<file path="config.mk">
export PLATFORM = sky130hd
export DESIGN_NAME = event_time_priority_queue
export DESIGN_NICKNAME = d
export VERILOG_FILES = /design/src/design/etpq_pkg.sv /design/src/design/etpq_ram.sv /design/src/design/etpq_cmp.sv /design/src/design/event_time_priority_queue.sv
export SDC_FILE = /design/constraint.sdc
export NUM_CORES = 1
export LEC_CHECK = 0
export BUFFER_PORTS_ARGS = -buffer_cell sky130_fd_sc_hd__buf_2
export CELL_PAD_IN_SITES_DETAIL_PLACEMENT = 1
export CELL_PAD_IN_SITES_GLOBAL_PLACEMENT = 1
export CORE_ASPECT_RATIO = 1.25
export CORE_MARGIN = 2
export CORE_UTILIZATION = 58
export CTS_CLUSTER_DIAMETER = 80
export DETAILED_ROUTE_END_ITERATION = 8
export PLACE_DENSITY_LB_ADDON = 0.1
export SYNTH_ARGS = -nofsm -noshare
export SYNTH_HDL_FRONTEND = slang
export SYNTH_SLANG_ARGS = --single-unit
</file>
<file path="constraint.sdc">
create_clock -name clk_i -period 6.76 [get_ports clk_i]
set_input_delay 1.352 -clock clk_i [delete_from_list [all_inputs] [get_ports clk_i]]
set_output_delay 1.352 -clock clk_i [all_outputs]
set_load 0.01 [all_outputs]
</file>
<file path="src/design/etpq_pkg.sv">
`timescale 1ns / 1ps
// ----------------------------------------------------------------------------
// etpq_pkg
// Shared types, codes and default sizes for the event time priority queue.
// ----------------------------------------------------------------------------
package etpq_pkg;

  localparam int unsigned DefQueueDepth = 16;
  localparam int unsigned DefTimeBits   = 32;
  localparam int unsigned DefTypeBits   = 4;
  localparam int unsigned DefTagBits    = 8;

  localparam int unsigned KindBits   = 2;
  localparam int unsigned StatusBits = 2;

  typedef enum logic [KindBits-1:0] {
    KIND_INSERT = 2'd0,
    KIND_REMOVE = 2'd1,
    KIND_POP    = 2'd2,
    KIND_NOP    = 2'd3
  } kind_e;

  typedef enum logic [StatusBits-1:0] {
    ST_OK        = 2'd0,
    ST_EMPTY     = 2'd1,
    ST_NOT_FOUND = 2'd2,
    ST_FULL      = 2'd3
  } status_e;

  typedef enum logic [3:0] {
    S_IDLE,
    S_SCAN_RD,
    S_SCAN_CMP,
    S_UP_RD,
    S_UP_WR,
    S_DN_RD,
    S_DN_WR,
    S_INS_WR,
    S_RESP
  } state_e;

  // result of the shared compare unit
  typedef struct packed {
    logic time_le;  // stored time <= key time
    logic type_eq;  // stored type == key type
  } cmp_res_t;

endpackage

</file>
<file path="src/design/etpq_ram.sv">
`timescale 1ns / 1ps
// ----------------------------------------------------------------------------
// etpq_ram
// Generic simple dual-port RAM: one write port, one read port, registered read.
// ----------------------------------------------------------------------------
module etpq_ram #(
  parameter int unsigned WIDTH = 8,
  parameter int unsigned DEPTH = 16
) (
  input  logic                     clk_i,
  input  logic                     we_i,
  input  logic [$clog2(DEPTH)-1:0] waddr_i,
  input  logic [WIDTH-1:0]         wdata_i,
  input  logic [$clog2(DEPTH)-1:0] raddr_i,
  output logic [WIDTH-1:0]         rdata_o
);

  logic [WIDTH-1:0] mem_q [DEPTH];
  logic [WIDTH-1:0] rdata_q;

  always_ff @(posedge clk_i) begin
    if (we_i) begin
      mem_q[waddr_i] <= wdata_i;
    end
    rdata_q <= mem_q[raddr_i];
  end

  assign rdata_o = rdata_q;

endmodule

</file>
<file path="src/design/etpq_cmp.sv">
`timescale 1ns / 1ps
// ----------------------------------------------------------------------------
// etpq_cmp
// Shared compare unit: checks one stored entry against the request key.
// ----------------------------------------------------------------------------
module etpq_cmp #(
  parameter int unsigned TIME_BITS = 32,
  parameter int unsigned TYPE_BITS = 4
) (
  input  logic [TIME_BITS-1:0] slot_time_i,
  input  logic [TYPE_BITS-1:0] slot_type_i,
  input  logic [TIME_BITS-1:0] key_time_i,
  input  logic [TYPE_BITS-1:0] key_type_i,
  output etpq_pkg::cmp_res_t   res_o
);

  import etpq_pkg::*;

  always_comb begin
    res_o         = '0;
    res_o.time_le = (slot_time_i <= key_time_i);
    res_o.type_eq = (slot_type_i == key_type_i);
  end

endmodule

</file>
<file path="src/design/event_time_priority_queue.sv">
`timescale 1ns / 1ps
// ----------------------------------------------------------------------------
// event_time_priority_queue
// Time-ordered event queue with insert, remove-by-type and pop.
// ----------------------------------------------------------------------------
// Entries sit in one RAM in time order, head at address 0. Each request item
// is handled by a small sequencer around a single RAM port pair and one
// shared compare unit, one request at a time; s_axis_tready is high only
// while idle. An insert scans from the head, a read state and a compare state
// per entry, until it meets a later time, then moves the tail up one slot, a
// read state and a write state per entry, and writes the new entry (no move
// when it lands behind every entry). Remove and pop scan for the target the
// same way and close the gap with a read state and a write state per moved
// entry (pop finds its target at once). Every item then shows its result in
// the result state and passes through idle before the next request is taken.
// Refused requests and the unused kind go straight to the result state; the
// longest item is an insert into a queue holding QUEUE_DEPTH-1 entries. The
// RAM's registered read is why each step has its own read state. The result
// item waits in an output register until m_axis_tready takes it. Ties in
// time keep arrival order. A pop sets the simulation clock to the popped
// time.
// ----------------------------------------------------------------------------
module event_time_priority_queue #(
  parameter int unsigned QUEUE_DEPTH = etpq_pkg::DefQueueDepth,
  parameter int unsigned TIME_BITS   = etpq_pkg::DefTimeBits,
  parameter int unsigned TYPE_BITS   = etpq_pkg::DefTypeBits,
  parameter int unsigned TAG_BITS    = etpq_pkg::DefTagBits,
  // derived sizes, not meant to be overridden
  parameter int unsigned CNT_W       = $clog2(QUEUE_DEPTH + 1),
  parameter int unsigned IN_W        = TIME_BITS + TYPE_BITS + TAG_BITS,
  parameter int unsigned IN_DW       = ((IN_W + 7) / 8) * 8,
  parameter int unsigned OUT_W       = 2 * TIME_BITS + TYPE_BITS + TAG_BITS + CNT_W,
  parameter int unsigned OUT_DW      = ((OUT_W + 7) / 8) * 8
) (
  input  logic                          clk_i,
  input  logic                          rst_ni,
  // request items
  input  logic                          s_axis_tvalid,
  output logic                          s_axis_tready,
  // tdata: expire_time, event_type, event_tag (from bit 0 up), zero padded
  input  logic [IN_DW-1:0]              s_axis_tdata,
  // tuser: kind
  input  logic [etpq_pkg::KindBits-1:0] s_axis_tuser,
  // result items
  output logic                          m_axis_tvalid,
  input  logic                          m_axis_tready,
  // tdata: out_time, out_type, out_tag, now_time, occupancy (from bit 0 up)
  output logic [OUT_DW-1:0]             m_axis_tdata,
  // tuser: status
  output logic [etpq_pkg::StatusBits-1:0] m_axis_tuser
);

  import etpq_pkg::*;

  localparam int unsigned ADDR_W  = $clog2(QUEUE_DEPTH);
  localparam int unsigned ENTRY_W = TIME_BITS + TYPE_BITS + TAG_BITS;

  // sequencer and request registers
  state_e               state_q, state_d;
  kind_e                kind_q, kind_d;
  logic [TIME_BITS-1:0] key_time_q, key_time_d;
  logic [TYPE_BITS-1:0] key_type_q, key_type_d;
  logic [TAG_BITS-1:0]  key_tag_q, key_tag_d;
  logic [ADDR_W-1:0]    idx_q, idx_d;   // scan index, then move index
  logic [ADDR_W-1:0]    pos_q, pos_d;   // insert position
  logic [CNT_W-1:0]     cnt_q, cnt_d;
  logic [TIME_BITS-1:0] now_q, now_d;

  // result register
  status_e              status_q, status_d;
  logic [TIME_BITS-1:0] res_time_q, res_time_d;
  logic [TYPE_BITS-1:0] res_type_q, res_type_d;
  logic [TAG_BITS-1:0]  res_tag_q, res_tag_d;

  // RAM port
  logic               ram_we;
  logic [ADDR_W-1:0]  ram_waddr, ram_raddr;
  logic [ENTRY_W-1:0] ram_wdata, ram_rdata;

  logic [TIME_BITS-1:0] rd_time;
  logic [TYPE_BITS-1:0] rd_type;
  logic [TAG_BITS-1:0]  rd_tag;
  cmp_res_t             cmp_res;

  logic                 in_acc;
  kind_e                in_kind;
  logic [CNT_W-1:0]     idx_inc;      // idx + 1
  logic                 last_scan;    // idx is the last occupied entry
  logic                 scan_hit;
  logic                 full;
  logic                 empty;
  logic [ADDR_W-1:0]    idx_dec;
  logic [ADDR_W-1:0]    idx_nxt;
  logic                 dn_last;      // entry just moved down closes the gap

  assign in_acc  = s_axis_tvalid && s_axis_tready;
  assign in_kind = kind_e'(s_axis_tuser);
  assign full    = (cnt_q == CNT_W'(QUEUE_DEPTH));
  assign empty   = (cnt_q == '0);

  assign idx_inc   = CNT_W'(idx_q) + CNT_W'(1);
  assign last_scan = (idx_inc == cnt_q);
  assign idx_dec   = idx_q - ADDR_W'(1);
  assign idx_nxt   = idx_q + ADDR_W'(1);
  assign dn_last   = ((idx_inc + CNT_W'(1)) == cnt_q);

  assign {rd_tag, rd_type, rd_time} = ram_rdata;

  etpq_ram #(
    .WIDTH (ENTRY_W),
    .DEPTH (QUEUE_DEPTH)
  ) u_ram (
    .clk_i   (clk_i),
    .we_i    (ram_we),
    .waddr_i (ram_waddr),
    .wdata_i (ram_wdata),
    .raddr_i (ram_raddr),
    .rdata_o (ram_rdata)
  );

  etpq_cmp #(
    .TIME_BITS (TIME_BITS),
    .TYPE_BITS (TYPE_BITS)
  ) u_cmp (
    .slot_time_i (rd_time),
    .slot_type_i (rd_type),
    .key_time_i  (key_time_q),
    .key_type_i  (key_type_q),
    .res_o       (cmp_res)
  );

  // insert stops at the first later time; remove at a type match; pop at the head
  always_comb begin
    case (kind_q)
      KIND_INSERT: scan_hit = !cmp_res.time_le;
      KIND_REMOVE: scan_hit = cmp_res.type_eq;
      default:     scan_hit = 1'b1;
    endcase
  end

  // next state
  always_comb begin
    state_d = state_q;
    case (state_q)
      S_IDLE: begin
        if (in_acc) begin
          case (in_kind)
            KIND_INSERT: begin
              if (full)       state_d = S_RESP;
              else if (empty) state_d = S_INS_WR;
              else            state_d = S_SCAN_RD;
            end
            KIND_REMOVE, KIND_POP: begin
              if (empty) state_d = S_RESP;
              else       state_d = S_SCAN_RD;
            end
            default: state_d = S_RESP;
          endcase
        end
      end
      S_SCAN_RD: state_d = S_SCAN_CMP;
      S_SCAN_CMP: begin
        if (scan_hit) begin
          if (kind_q == KIND_INSERT) state_d = S_UP_RD;
          else if (last_scan)        state_d = S_RESP;
          else                       state_d = S_DN_RD;
        end else if (last_scan) begin
          if (kind_q == KIND_INSERT) state_d = S_INS_WR;
          else                       state_d = S_RESP;
        end else begin
          state_d = S_SCAN_RD;
        end
      end
      S_UP_RD: state_d = S_UP_WR;
      S_UP_WR: begin
        if (idx_dec == pos_q) state_d = S_INS_WR;
        else                  state_d = S_UP_RD;
      end
      S_DN_RD: state_d = S_DN_WR;
      S_DN_WR: begin
        if (dn_last) state_d = S_RESP;
        else         state_d = S_DN_RD;
      end
      S_INS_WR: state_d = S_RESP;
      S_RESP: begin
        if (m_axis_tready) state_d = S_IDLE;
      end
      default: state_d = S_IDLE;
    endcase
  end

  // outputs: handshake and RAM port
  always_comb begin
    s_axis_tready = 1'b0;
    m_axis_tvalid = 1'b0;
    ram_we        = 1'b0;
    ram_waddr     = idx_q;
    ram_wdata     = ram_rdata;
    ram_raddr     = idx_q;
    case (state_q)
      S_IDLE:    s_axis_tready = 1'b1;
      S_UP_RD:   ram_raddr = idx_dec;
      S_DN_RD:   ram_raddr = idx_nxt;
      S_UP_WR,
      S_DN_WR:   ram_we = 1'b1;
      S_INS_WR: begin
        ram_we    = 1'b1;
        ram_waddr = pos_q;
        ram_wdata = {key_tag_q, key_type_q, key_time_q};
      end
      S_RESP:    m_axis_tvalid = 1'b1;
      default: ;
    endcase
  end

  // datapath next values
  always_comb begin
    kind_d     = kind_q;
    key_time_d = key_time_q;
    key_type_d = key_type_q;
    key_tag_d  = key_tag_q;
    idx_d      = idx_q;
    pos_d      = pos_q;
    cnt_d      = cnt_q;
    now_d      = now_q;
    status_d   = status_q;
    res_time_d = res_time_q;
    res_type_d = res_type_q;
    res_tag_d  = res_tag_q;
    case (state_q)
      S_IDLE: begin
        if (in_acc) begin
          kind_d     = in_kind;
          key_time_d = s_axis_tdata[TIME_BITS-1:0];
          key_type_d = s_axis_tdata[TIME_BITS +: TYPE_BITS];
          key_tag_d  = s_axis_tdata[TIME_BITS+TYPE_BITS +: TAG_BITS];
          idx_d      = '0;
          pos_d      = '0;
          res_time_d = '0;
          res_type_d = '0;
          res_tag_d  = '0;
          status_d   = ST_OK;
          case (in_kind)
            KIND_INSERT:           if (full)  status_d = ST_FULL;
            KIND_REMOVE, KIND_POP: if (empty) status_d = ST_EMPTY;
            default: ;
          endcase
        end
      end
      S_SCAN_CMP: begin
        if (scan_hit) begin
          pos_d = idx_q;
          if (kind_q == KIND_INSERT) begin
            idx_d = cnt_q[ADDR_W-1:0];  // queue not full, so count fits
          end else begin
            res_time_d = rd_time;
            res_type_d = rd_type;
            res_tag_d  = rd_tag;
            if (kind_q == KIND_POP) now_d = rd_time;
            if (last_scan)          cnt_d = cnt_q - CNT_W'(1);
          end
        end else if (last_scan) begin
          if (kind_q == KIND_INSERT) pos_d    = cnt_q[ADDR_W-1:0];
          else                       status_d = ST_NOT_FOUND;
        end else begin
          idx_d = idx_nxt;
        end
      end
      S_UP_WR:  idx_d = idx_dec;
      S_DN_WR: begin
        idx_d = idx_nxt;
        if (dn_last) cnt_d = cnt_q - CNT_W'(1);
      end
      S_INS_WR: cnt_d = cnt_q + CNT_W'(1);
      default: ;
    endcase
  end

  always_ff @(posedge clk_i or negedge rst_ni) begin
    if (!rst_ni) begin
      state_q <= S_IDLE;
      cnt_q   <= '0;
      now_q   <= '0;
    end else begin
      state_q <= state_d;
      cnt_q   <= cnt_d;
      now_q   <= now_d;
    end
  end

  always_ff @(posedge clk_i) begin
    kind_q     <= kind_d;
    key_time_q <= key_time_d;
    key_type_q <= key_type_d;
    key_tag_q  <= key_tag_d;
    idx_q      <= idx_d;
    pos_q      <= pos_d;
    status_q   <= status_d;
    res_time_q <= res_time_d;
    res_type_q <= res_type_d;
    res_tag_q  <= res_tag_d;
  end

  // result item; clock and count are final by the time the result shows
  always_comb begin
    m_axis_tdata            = '0;
    m_axis_tdata[OUT_W-1:0] = {cnt_q, now_q, res_tag_q, res_type_q, res_time_q};
  end

  assign m_axis_tuser = status_q;

`ifndef ASSERT_OFF
  // occupancy never passes the depth
  a_cnt_bound: assert property (@(posedge clk_i) disable iff (!rst_ni)
    cnt_q <= CNT_W'(QUEUE_DEPTH))
    else $error("queue count above depth");

  // the block never takes a request while a result is pending
  a_one_at_a_time: assert property (@(posedge clk_i) disable iff (!rst_ni)
    !(s_axis_tready && m_axis_tvalid))
    else $error("request accepted while result pending");

  // writing the new entry grows the queue by exactly one
  a_ins_grows: assert property (@(posedge clk_i) disable iff (!rst_ni)
    state_q == S_INS_WR |=> cnt_q == $past(cnt_q) + CNT_W'(1))
    else $error("insert did not grow queue by one");

  // full is only reported for a full queue
  a_full_status: assert property (@(posedge clk_i) disable iff (!rst_ni)
    (m_axis_tvalid && status_q == ST_FULL) |-> cnt_q == CNT_W'(QUEUE_DEPTH))
    else $error("full reported on non-full queue");
`endif

endmodule

</file>
# Word level (Yosys, flattened, before mapping)
# Memories as Yosys holds them, arrays and structs flattened. A register that Yosys moved wholly into a read port is not among the register bits.
# Cells that the tools add are included.
# classes
add_sub_neg	6
magnitude_cmp	1
eq_ne	28
mux	55
bitwise	1
reduce_logical	19
# op_table
operator	count
32-bit two-way mux	3
4-bit two-way mux	19
32-bit case mux with 2 select lines	1
44-bit two-way mux	1
4-bit case mux with 9 select lines	1
32-bit <= comparator	1
4-bit case mux with 2 select lines	4
8-bit two-way mux	3
5-bit two-way mux	4
4-bit by 3-bit == test with 1-bit output (second input constant)	4
4-bit case mux with 4 select lines	1
8-bit case mux with 2 select lines	1
4-bit AND reduction	4
5-bit case mux with 3 select lines	1
2-bit != test (second input constant)	7
3-bit != test (second input constant)	4
5-bit by 1-bit adder with 5-bit output (second input constant)	2
5-bit == test	2
2-bit two-way mux	5
5-bit AND reduction	2
4-bit by 2-bit == test with 1-bit output (second input constant)	2
4-bit == test	2
2-bit case mux with 2 select lines	2
1-bit two-way mux	6
other kinds (23)	28
# word_totals
regBits	141
ramBits	704
elab_cells	124
mem_count	1
# mem_list
memory	words	word_bits	rd	rd_clocked_by_memory_dff	wr	line	source
u_ram.mem_q	16	44	1	1	1	etpq_ram.sv:18	logic [WIDTH-1:0] mem_q [DEPTH];

# Depth between registers and ports, before layout
# Gate-level depths: netlist (run 1).
# logic_depth
word_depth	6
ltp_mapped	13

# Modules after synthesis
# A second synthesis (run 1) with hierarchy kept.
# hier_totals
cells_unflattened	1749
area_unflattened_um2	34785.9
# modules_own_cells
mod	n_inst	cells_each	area_each_um2
etpq_ram	1	1142	27266.2
event_time_priority_queue	1	487	6653.9
etpq_cmp	1	120	865.8

# Worst setup path after synthesis (run 1)
# OpenSTA, ideal clock, no wires.
# synth_timing
kind	reg2reg
startpoint	register key_time_q[31]
endpoint	register res_tag_q[0], enable pin
t_arrival_ns	3.934
required_time_ns	6.295
setup_slack_ns	2.361
path_stages_with_launch	9
path_buffers	0
path_cell_list	edfxtp_1 inv_1 ha_1 nand4_1 nor4_1 a31oi_1 a21boi_1 a211oi_4 a22oi_1
# synth_between
elab_chain_len	5
# synth_rtl
element	line	source
start, declared	event_time_priority_queue.sv:61	logic [TIME_BITS-1:0] key_time_q, key_time_d;
start signal, assigned	event_time_priority_queue.sv:293	key_time_q <= key_time_d;
32-bit <= comparator	etpq_cmp.sv:21	res_o.time_le = (slot_time_i <= key_time_i);
1-bit logical NOT	event_time_priority_queue.sv:135	KIND_INSERT: scan_hit = !cmp_res.time_le;
1-bit case mux with 2 select lines	event_time_priority_queue.sv:134	case (kind_q)
2-bit != test (no line)	-	
4-bit AND reduction (no line)	-	
end signal, assigned	event_time_priority_queue.sv:301	res_tag_q <= res_tag_d;
end, declared	event_time_priority_queue.sv:73	logic [TAG_BITS-1:0] res_tag_q, res_tag_d;
# No other way between the ends.
# A chain may end at the register's enable or synchronous reset.

# Final worst setup path (run 1)
# layout_timing
startpoint	register state_q[2]
endpoint	memory u_ram.mem_q[3][11] in the netlist's numbering, enable pin
# layout_between
elab_chain_len	5
# layout_rtl
element	line	source
start, declared	event_time_priority_queue.sv:59	state_e state_q, state_d;
start signal, assigned	event_time_priority_queue.sv:285	state_q <= state_d;
4-bit by 3-bit == test with 1-bit output	event_time_priority_queue.sv:200	case (state_q)
3-bit OR reduction (no line)	-	
1-bit two-way mux	event_time_priority_queue.sv:200	
1-bit two-way mux	etpq_ram.sv:22	if (we_i) begin
1-bit two-way mux (not written as such)	etpq_ram.sv:23	mem_q[waddr_i] <= wdata_i;
end, declared	etpq_ram.sv:18	
# Several ways; a longest one is shown, not always the timed one.

==> flow_summary.toml, run 1 <==
[place]
dp_cells = 2654
dp_hpwl_um = 46300
port_buffers = 134
gp_congestion = 0.7956

[floorplan]
core_area_um2 = 60660
rows = 101
dieArea_um2 = 63120
ios = 146
initial_core_util_pct = 58.44
die_h_um = 280.4
die_x_um = 225.1

[timing]
finClkSkew_ns = 0.02355
min_period_ns = 4.106
hold_ws_ns = 0.5046
drv_slew = 0
max-slew-margin-rel_pct = 22.78
fin_setup_tns_ns = 0
hold_viol = 0
timing.final.crit_share_pct = 60.74
fmax_mhz = 243.5
worst_pin_slew_ns = 1.158
finalSetupViolations = 0
rsz0062_at_grt = "false"

[logic_synthesis]
synth_cells = 1772
ys.flop_type = "edfxtp_1"
synth_seq_area_share_pct = 73.49
synth-seq-cells = 889
yosysWarnings = 0
syn_area_um2 = 35450
syn_avg_cell_area_um2 = 20.00
netlist_top_cells_area = "edfxtp_1, mux4_2, mux2i_1"
synth_cell_types = 73
synth_area_leader_cell = "edfxtp_1"
synthArstFlopShare_pct = 4.612
synth_edf_count = 804
synth_top_cell_area_share_pct = 68.11

[clock_network]
cts-htree-levels = 3
path_clk_slew_ns = 0.06
postCtsSetupRepairBufs = 0
cts-buffers-inserted = 85
cts_tree = "done"
ctsResizeCount = 0
hold_buffers = 0
clk_latency_ns = 0.65
cts_root_buf = "clkbuf_16"
cts_buffer_depth = 3
cts_sinks = 889

[final_layout]
fillCellCount = 5000
final_layout_size_suffix_gt1_share_pct = 27.89
instances_no_fill = 2812
syn_to_final_growth_pct = 12.14
nNetsFinal = 2067
diodes = 0

[global_route]
antenna_found_initial = 1
track_usage_pct = 27.33
grt_remaining_overflow = 0
grt_pass1_vias = 19120
grt_start_max_net_pins = 175
grt_pass1_wl_um = 123700

[setup_path]
path_cells = "nand2b_1, or2_4, mux2_2, nand2_1, nor2_4, buf_4"
required_ns = 7.03
critPathArrivalTime_ns = 4.37
start_kind = "register"
cpMaxStageDelayCell = "nor2_4"
cp-end-kind = "register"
path_max_fanout = 39
critPathKind = "reg -> reg"
max_stage_delay_ns = 0.94

[route]
wl_per_cell_um = 29.91
wl_um = 84110
vias_per_cell = 6.295
drt_first_pass_iters = 5
drc = 0
vias = 17700
dr.first_iter.drc_count = 1620
ant_nets = 0

[power_and_ir_drop]
power.share.sequential_pct = 41.3
combinationalPowerShare_pct = 34.7
p_total_mw = 19.18
clkPwrFrac_pct = 24.0
p_leak_nw = 13.90
internal_power_mw = 12.97
p_per_area_nw_per_um2 = 482.4
power_switching_mw = 6.201
irDropWorstVdd_mv = 0.5993
swShare_pct = 32.34

[run]
cap_violations = 0

[worst_hold_path]
min_path_type = "reg -> reg"

[outcome]
status = "complete, no violations"
## final cells by class
cell class	count	area, um2	share of cell area (%)
sequential	889	26050	65.54
inverter	45	168.9	0.4249
multi-input combinational	754	8752	22.02
tap	772	965.9	2.430
clock buffer	119	2337	5.880
clock inverter	39	329.1	0.8279
timing repair buffer	194	1146	2.883
## power by group through the flow
| stage | Combinational, mW | Clock (mW) | Sequential, mW |
|---|---|---|---|
| 2_1_floorplan | 4.99 | 0 | 7.93 |
| 3_3_place_gp | 6.43 | 0 | 7.98 |
| 3_5_place_dp | 6.70 | 0 | 8.02 |
| 4_1_cts | 6.74 | 4.69 | 7.92 |
| 5_1_grt | 7.20 | 4.87 | 7.98 |
| 6_report | 6.66 | 4.61 | 7.91 |
## metrics by stage
stage / utilization, % / instance area [um2] / setup slack (ns)
floorplan: - / 35470 / 2.361
global placement: 61.13 / 37080 / 2.794
detailed placement: 61.13 / 37080 / 2.745
CTS: 65.53 / 39750 / 2.700
global route: 65.53 / 39750 / 2.494
finish: 65.53 / 39750 / 2.654
## cell usage after synthesis (3+ instances only)
cell type and number:
edfxtp_1 804, mux4_2 168, mux2i_1 141, nand2_1 53
mux2_2 46, and2_1 45, dfxtp_1 44, ha_1 43
inv_1 43, dfrtp_1 41, o21ai_0 39, nor2_1 38
buf_2 32, a21oi_1 25, clkbuf_1 25, nand3_1 14
xnor2_1 13, buf_12 11, buf_4 11, xor2_1 11
mux4_1 8, nand4_1 8, a31oi_1 7, nor3_1 7
a21o_1 5, buf_6 5, clkbuf_4 5, o22ai_1 5
or2_2 5, a22oi_1 4, nor4_1 4, a21boi_1 3
mux2_4 3, nand2b_1 3, o211ai_1 3, o21ai_1 3
or3_1 3
## registers in the layout (all words and copies together), names as in the netlist
name and flops:
res_time_q 32, m_axis_tuser 2, res_type_q 4, u_ram.mem_q 704
key_time_q 32, pos_q 4, res_tag_q 8, idx_q 4
key_type_q 4, cnt_q 5, now_q 32, state_q 4
kind_q 2, key_tag_q 8, u_ram.rdata_o 44
## critical path, delay by kind of cell (launching register included)
kind | cells | cell delay [ns]
buf+inv | 1 | 0.56
mux | 1 | 0.32
simple gates | 4 | 2.02
flops | 1 | 0.76
## cells by family (layout without fill, tap and decap cells)
group	Yosys count	after routing	synth area share [%]
AOI/OAI and AO/OA	114	114	2.100
adders and majority gates	44	44	1.574
other	1	7	0.01058
DFF	889	889	73.49
buffers and inverters	135	397	2.354
and+or+nand+nor	196	196	2.866
xor gates and xnor gates	27	27	0.7660
muxes	366	366	16.84
## worst paths after layout
path,cells past startpoint,slack (ns),from,end
worst min-delay path,1,0.50,now_q[7],now_q[7]
worst max register to register,6,2.65,state_q[2],u_ram.mem_q[3][11]
worst max-delay path,6,2.65,state_q[2],u_ram.mem_q[3][11]
max in group asynchronous,2,5.44,rst_ni,now_q[31]
worst min register to register,1,0.50,now_q[7],now_q[7]
min in group asynchronous,2,0.84,rst_ni,now_q[13]
## routing by layer
| layer | vias up | GRT usage [%] | part of all wire (%) |
|---|---|---|---|
| met1 | 9453 | 36.22 | 40 |
| met4 | 0 | 9.713 | 2.8 |
| met5 | - | 0 | 0 |
| met3 | 137 | 4.000 | 6.0 |
| li1 | 7496 | - | - |
| met2 | 615 | 46.64 | 52 |
## cell usage in the layout (no fill, tap or decap), types with 17 or more instances in the layout
cell       Yosys  routed
dfxtp_1       44      44
inv_1         43      42
a21oi_1       25      24
buf_2         32     134
mux2i_1      141     141
edfxtp_1     804     804
clkbuf_16      0      87
mux4_2       168     168
buf_4         11      58
clkbuf_1      25      28
ha_1          43      43
and2_1        45      45
mux2_2        46      46
dfrtp_1       41      41
nor2_4         1      17
o21ai_0       39      32
nor2_1        38      22
nand2_1       53      53
Note: power is estimated with default switching activity, not from simulation.
==> run 2, diff against run 1 <==
--- a/config.mk
+++ b/config.mk
@@ -5,12 +5,13 @@
 export SDC_FILE = /design/constraint.sdc
 export NUM_CORES = 1
 export LEC_CHECK = 0
+export ABC_AREA = 1
 export BUFFER_PORTS_ARGS = -buffer_cell sky130_fd_sc_hd__buf_2
 export CELL_PAD_IN_SITES_DETAIL_PLACEMENT = 1
 export CELL_PAD_IN_SITES_GLOBAL_PLACEMENT = 1
 export CORE_ASPECT_RATIO = 1.25
 export CORE_MARGIN = 2
-export CORE_UTILIZATION = 58
+export CORE_UTILIZATION = 46
 export CTS_CLUSTER_DIAMETER = 80
 export DETAILED_ROUTE_END_ITERATION = 8
 export PLACE_DENSITY_LB_ADDON = 0.1
==> constraint.sdc (replaced) <==
create_clock -name clk_i -period 3.4 [get_ports clk_i]
set_input_delay 0.68 -clock clk_i [delete_from_list [all_inputs] [get_ports clk_i]]
set_output_delay 0.68 -clock clk_i [all_outputs]
set_load 0.01 [all_outputs]
==> flow_summary.toml, run 2 <==
[timing]
worst_pin_slew_ns = 1.001
fmax_mhz = 307.7
rsz0062_at_grt = "false"
finalSetupViolations = 0
drv_slew = 0
fin_setup_tns_ns = 0
max-slew-margin-rel_pct = 33.25
hold_viol = 0
min_period_ns = 3.250
finClkSkew_ns = 0.03572
timing.final.crit_share_pct = 95.59

[logic_synthesis]
synth_cell_types = 45
synthArstFlopShare_pct = 4.612
synth_cells = 2954
synth_area_leader_cell = "edfxtp_1"
synth_commonest_cells = "edfxtp_1, o21ai_0, inv_1"
netlist_top_cells_area = "edfxtp_1, o21ai_0, inv_1"
synth_edf_count = 804
synth_top_cell_area_share_pct = 66.30
yosysMostFrequentCell = "edfxtp_1"
syn_avg_cell_area_um2 = 12.33
synth-seq-cells = 889
yosysWarnings = 0
synth_seq_area_share_pct = 71.54
ys.flop_type = "edfxtp_1"
syn_area_um2 = 36410

[route]
wl_um = 104000
dr.first_iter.drc_count = 1848
wl_per_cell_um = 24.23
ant_nets = 0
drc = 0
vias_per_cell = 5.571
vias = 23910
drt_first_pass_iters = 7

[floorplan]
die_x_um = 255.7
ios = 146
dieArea_um2 = 81440
rows = 115
initial_core_util_pct = 46.35
core_area_um2 = 78560
die_h_um = 318.6

[setup_path]
critPathArrivalTime_ns = 3.54
required_ns = 3.69
critical_path_buf_inv_count = 3
cpMaxStageDelayCell = "o21ai_0"
r2r_start = "state_q[3]"
crit_family = "simple AND/OR/NAND/NOR gates"
max_stage_delay_ns = 0.66
critPathKind = "reg -> reg"
path_cells = "inv_2, nand2_1, nor2_4, inv_1, o21ai_0, nand2_1, nor2_4, buf_12"
rr_worst_depth = 8
critical_path_depth = 8
cp-end-kind = "register"
start_kind = "register"
path_max_fanout = 39
crit_start = "state_q[3]"

[place]
gp_congestion = 0.8553
dp_cells = 4120
dp_hpwl_um = 59500
place_area_um2 = 39520
port_buffers = 134

[global_route]
grt_pass1_vias = 25440
track_usage_pct = 25.61
grt_start_max_net_pins = 89
grt_pass1_wl_um = 157700
use_met2_pct = 45.69
antenna_found_initial = 0
gr-usage-met1_pct = 32.92
grt_busiest_layer = "met2"
grt_remaining_overflow = 0
met3_usage_pct = 2.913

[final_layout]
nNetsFinal = 3259
utilization_pct = 54.14
final_cell_mix = "edfxtp_1, o21ai_0, inv_1, nand2_1, nand3_1"
top_register = "u_ram.mem_q"
instances_no_fill = 4291
mostFrequentLayoutCell = "edfxtp_1"
largest_reg_flops = 704
design_area_um2 = 42530
syn_to_final_growth_pct = 16.79
final_layout_size_suffix_gt1_share_pct = 15.48

[clock_network]
cts_sinks = 889
hold_buffers = 0
cts-htree-levels = 3
ctsResizeCount = 0
cts-buffers-inserted = 92
cts_buffer_depth = 3
clk_latency_ns = 0.66
postCtsSetupRepairBufs = 0
cts_tree = "done"
cts_root_buf = "clkbuf_16"
path_clk_slew_ns = 0.06

[outcome]
status = "complete, no violations"

[power_and_ir_drop]
p_leak_nw = 16.09
irDropWorstVdd_mv = 0.5785
p_per_area_nw_per_um2 = 952.0

[run]
cap_violations = 0

[worst_hold_path]
min_path_type = "in -> async"
[run 2: changes by cell type in the layout (fill, tap and decap cells not counted), sizes merged, moves of 45 or more]
| cell | previous run | this run |
|---|---|---|
| nor2 | 40 | 148 |
| buf | 194 | 280 |
| o211ai | 3 | 139 |
| mux2 | 49 | 0 |
| o21ai | 42 | 542 |
| and2 | 45 | 0 |
| mux4 | 176 | 0 |
| inv | 50 | 349 |
| mux2i | 141 | 0 |
| nand3 | 14 | 237 |
| nand2 | 53 | 277 |
[run 2: power by group]
group | switching [mW] | internal (mW) | leakage, nW | total [mW]
Clock | 4.23 | 5.93 | 1.48 | 10.2
Sequential | 0.657 | 14.6 | 8.21 | 15.3
Combinational | 10.2 | 4.84 | 6.39 | 15.0
[run 2: cell type report]
type | count | area (um2)
fill | 8002 | 36030
sequential | 889 | 26050
multi-input combinational | 1549 | 8396
clock buffer | 122 | 2539
timing repair buffer | 280 | 2442
tap | 1053 | 1318
inverter | 349 | 1315
clock inverter | 48 | 469.2
antenna | 1 | 2.502
[run 2: routing by layer]
layer  part of all wire, %  up-vias  wire length, um
met5                     0        -                0
met2                    51      603            53390
li1                      -    10900                -
met1                    42    12240            43900
met4                   2.2        0             2334
met3                   4.2      154             4322
[run 2: worst paths after layout]
path | endpoint | slack (ns)
worst max register to register | u_ram.mem_q[5][2] | 0.15
max in group asynchronous | now_q[0] | 2.50
min in group clk_i | key_time_q[26] | 0.19
worst min register to register | now_q[7] | 0.48
worst max-delay path | u_ram.mem_q[5][2] | 0.15
worst min-delay path | now_q[10] | 0.11
[run 2: logic make-up (layout without fill, tap and decap cells)]
family,count (synthesis),after routing,share of synthesized area [%]
adders and majority gates,44,44,1.532
buffers and inverters,522,799,5.944
and+or+nand+nor,721,721,8.751
DFF,889,889,71.54
other,1,8,0.01030
AOI/OAI and AO/OA,761,761,11.84
xor gates and xnor gates,16,16,0.3848
[run 2: through the flow]
step	total power, mW	hold WS, ns	setup WS (ns)
after detailed placement	30.62	0.4673	0.2237
after CTS	40.85	0.08899	0.1676
final	40.49	0.1110	0.1500
after global routing	42.90	0.1484	0.006261
after global placement	29.94	0.4599	0.3374
after floorplan	24.41	0.3844	-0.3486
==> run 3, diff against run 2 <==
--- a/config.mk
+++ b/config.mk
@@ -7,11 +7,11 @@
 export LEC_CHECK = 0
 export ABC_AREA = 1
 export BUFFER_PORTS_ARGS = -buffer_cell sky130_fd_sc_hd__buf_2
-export CELL_PAD_IN_SITES_DETAIL_PLACEMENT = 1
-export CELL_PAD_IN_SITES_GLOBAL_PLACEMENT = 1
+export CELL_PAD_IN_SITES_DETAIL_PLACEMENT = 2
+export CELL_PAD_IN_SITES_GLOBAL_PLACEMENT = 2
 export CORE_ASPECT_RATIO = 1.25
 export CORE_MARGIN = 2
-export CORE_UTILIZATION = 46
+export CORE_UTILIZATION = 39
 export CTS_CLUSTER_DIAMETER = 80
 export DETAILED_ROUTE_END_ITERATION = 8
 export PLACE_DENSITY_LB_ADDON = 0.1
==> flow_summary.toml, run 3 (synthesized netlist as in run 2, its figures left out) <==
[global_route]
grt_remaining_overflow = 0
grt_pass1_wl_um = 173600
track_usage_pct = 24.20
antenna_found_initial = 3
grt_start_max_net_pins = 108
grt_pass1_vias = 27250

[timing]
finalSetupViolations = 0
fmax_mhz = 326.0
timing.final.crit_share_pct = 90.21
finClkSkew_ns = 0.02312
min_period_ns = 3.067
rsz0062_at_grt = "false"
worst_pin_slew_ns = 0.8566
hold_viol = 0
setup_ws_ns = 0.3329
max-slew-margin-rel_pct = 42.29
hold_ws_ns = 0.04185
drv_slew = 0

[final_layout]
nNetsFinal = 3278
final_layout_size_suffix_gt1_share_pct = 16.23
mostFrequentLayoutCell = "edfxtp_1"
final_cell_mix = "edfxtp_1, o21ai_0, inv_1, nand2_1, nand3_1"
seqCellArea_um2 = 26050
fillCellCount = 9118
multi_input_area_um2 = 8398
largest_reg_flops = 704
syn_to_final_growth_pct = 18.09
design_area_um2 = 43000
top_register = "u_ram.mem_q"
utilization_pct = 46.37

[power_and_ir_drop]
p_per_area_nw_per_um2 = 972.5
irDropWorstVdd_mv = 0.6722
p_leak_nw = 16.26

[run]
cap_violations = 0

[worst_hold_path]
min_path_type = "in -> async"

[setup_path]
cpMaxStageDelayCell = "edfxtp_1"
path_cells = "inv_1, ha_1, nand2_1, nor2_1, nand4_1, nor2_2, buf_4, a21oi_1, nand2_1, nand2_1, inv_1, nand2_1, buf_4, a21oi_1"
critPathArrivalTime_ns = 3.40
max_stage_delay_ns = 0.38
cp-end-kind = "register"
required_ns = 3.74
path_max_fanout = 8
start_kind = "register"
critPathKind = "reg -> reg"
crit_top_cell = "nand2_1"

[place]
gp_congestion = 0.8028
port_buffers = 134
dp_hpwl_um = 67880
pre_cts_ws_ns = 0.1695
place_area_um2 = 39800

[floorplan]
ios = 146
initial_core_util_pct = 39.26
die_x_um = 277.3
dieArea_um2 = 95850
rows = 125
core_area_um2 = 92750
die_h_um = 345.6

[route]
drc = 0
drt_first_pass_iters = 4
vias = 24370
dr.first_iter.drc_count = 1451
ant_nets = 0
wl_per_cell_um = 25.89
vias_per_cell = 5.456
wl_um = 115700

[clock_network]
cts_tree = "done"
cts_buffer_depth = 3
hold_buffers = 0
cts-htree-levels = 3
cts-buffers-inserted = 93
cts_root_buf = "clkbuf_16"
cts_sinks = 889
clk_latency_ns = 0.67
path_clk_slew_ns = 0.06

[outcome]
status = "complete, no violations"
[run 3: changes by cell type in the layout (fill, tap and decap cells not counted), moves of 3 or more]
cell and delta:
clkbuf_8 +7, clkinv_2 -3, buf_4 +22, buf_12 -4, clkbuf_1 -4
[run 3: path summary, 6_finish.rpt]
kind                              endpoint  cells after the start  slack [ns]             start
setup / recovery           m_axis_tuser[1]                     14        0.33     key_time_q[6]
hold / removal                    now_q[7]                      1        0.04            rst_ni
setup reg to reg           m_axis_tuser[1]                     14        0.33     key_time_q[6]
hold reg to reg                  now_q[21]                      2        0.48         now_q[21]
max in group asynchronous        now_q[31]                      2        2.54            rst_ni
min in group clk_i            key_tag_q[3]                      1        0.19  s_axis_tdata[39]
[run 3: through the flow]
stage	cells	TNS, ns	power, mW
after global placement	4291	0	30.49
after floorplan	2960	-194.96	24.41
final	4467	0	41.82
after global routing	4466	0	44.36
after CTS	4466	0	42.37
after detailed placement	4291	0	31.39
[run 3: power breakdown]
group          internal, mW  switching (mW)  total, mW
clock network          6.34            4.37       10.7
registers              14.7           0.692       15.3
logic                  5.06            10.7       15.8
total                  26.0            15.8       41.8
[run 3: critical path: cells and delay by family, from the launching register on]
family                     cells  cell delay (ns)
DFF                            1             0.38
and+or+nand+nor                7             1.24
AOI/OAI and AO/OA              2             0.29
adders and majority gates      1             0.31
buffers and inverters          4             0.53
[run 3: area by class of cell]
| cell class | instances | share of cell area, % |
|---|---|---|
| flip-flops and latches | 889 | 60.58 |
| clock inverters | 48 | 1.237 |
| multi-input cells | 1549 | 19.53 |
| clock buffers | 127 | 6.209 |
| repair buffers | 298 | 5.877 |
| well taps | 1206 | 3.509 |
| inverters | 349 | 3.058 |
| diodes | 1 | 0.005819 |
[run 3: metal layers]
metal	track usage, %	wire [um]	vias to the layer above
met2	44.71	61560	509
met1	29.41	47120	12750
met3	3.040	4213	154
met4	6.954	2766	0
met5	0	0	-
li1	-	-	10960
[run 3: timing repair]
| item | CTS | global route |
|---|---|---|
| setup buffers | 0 | 0 |
| endpoints found under the setup margin | 0 | 6 |
| gates resized for setup | 0 | 1 |
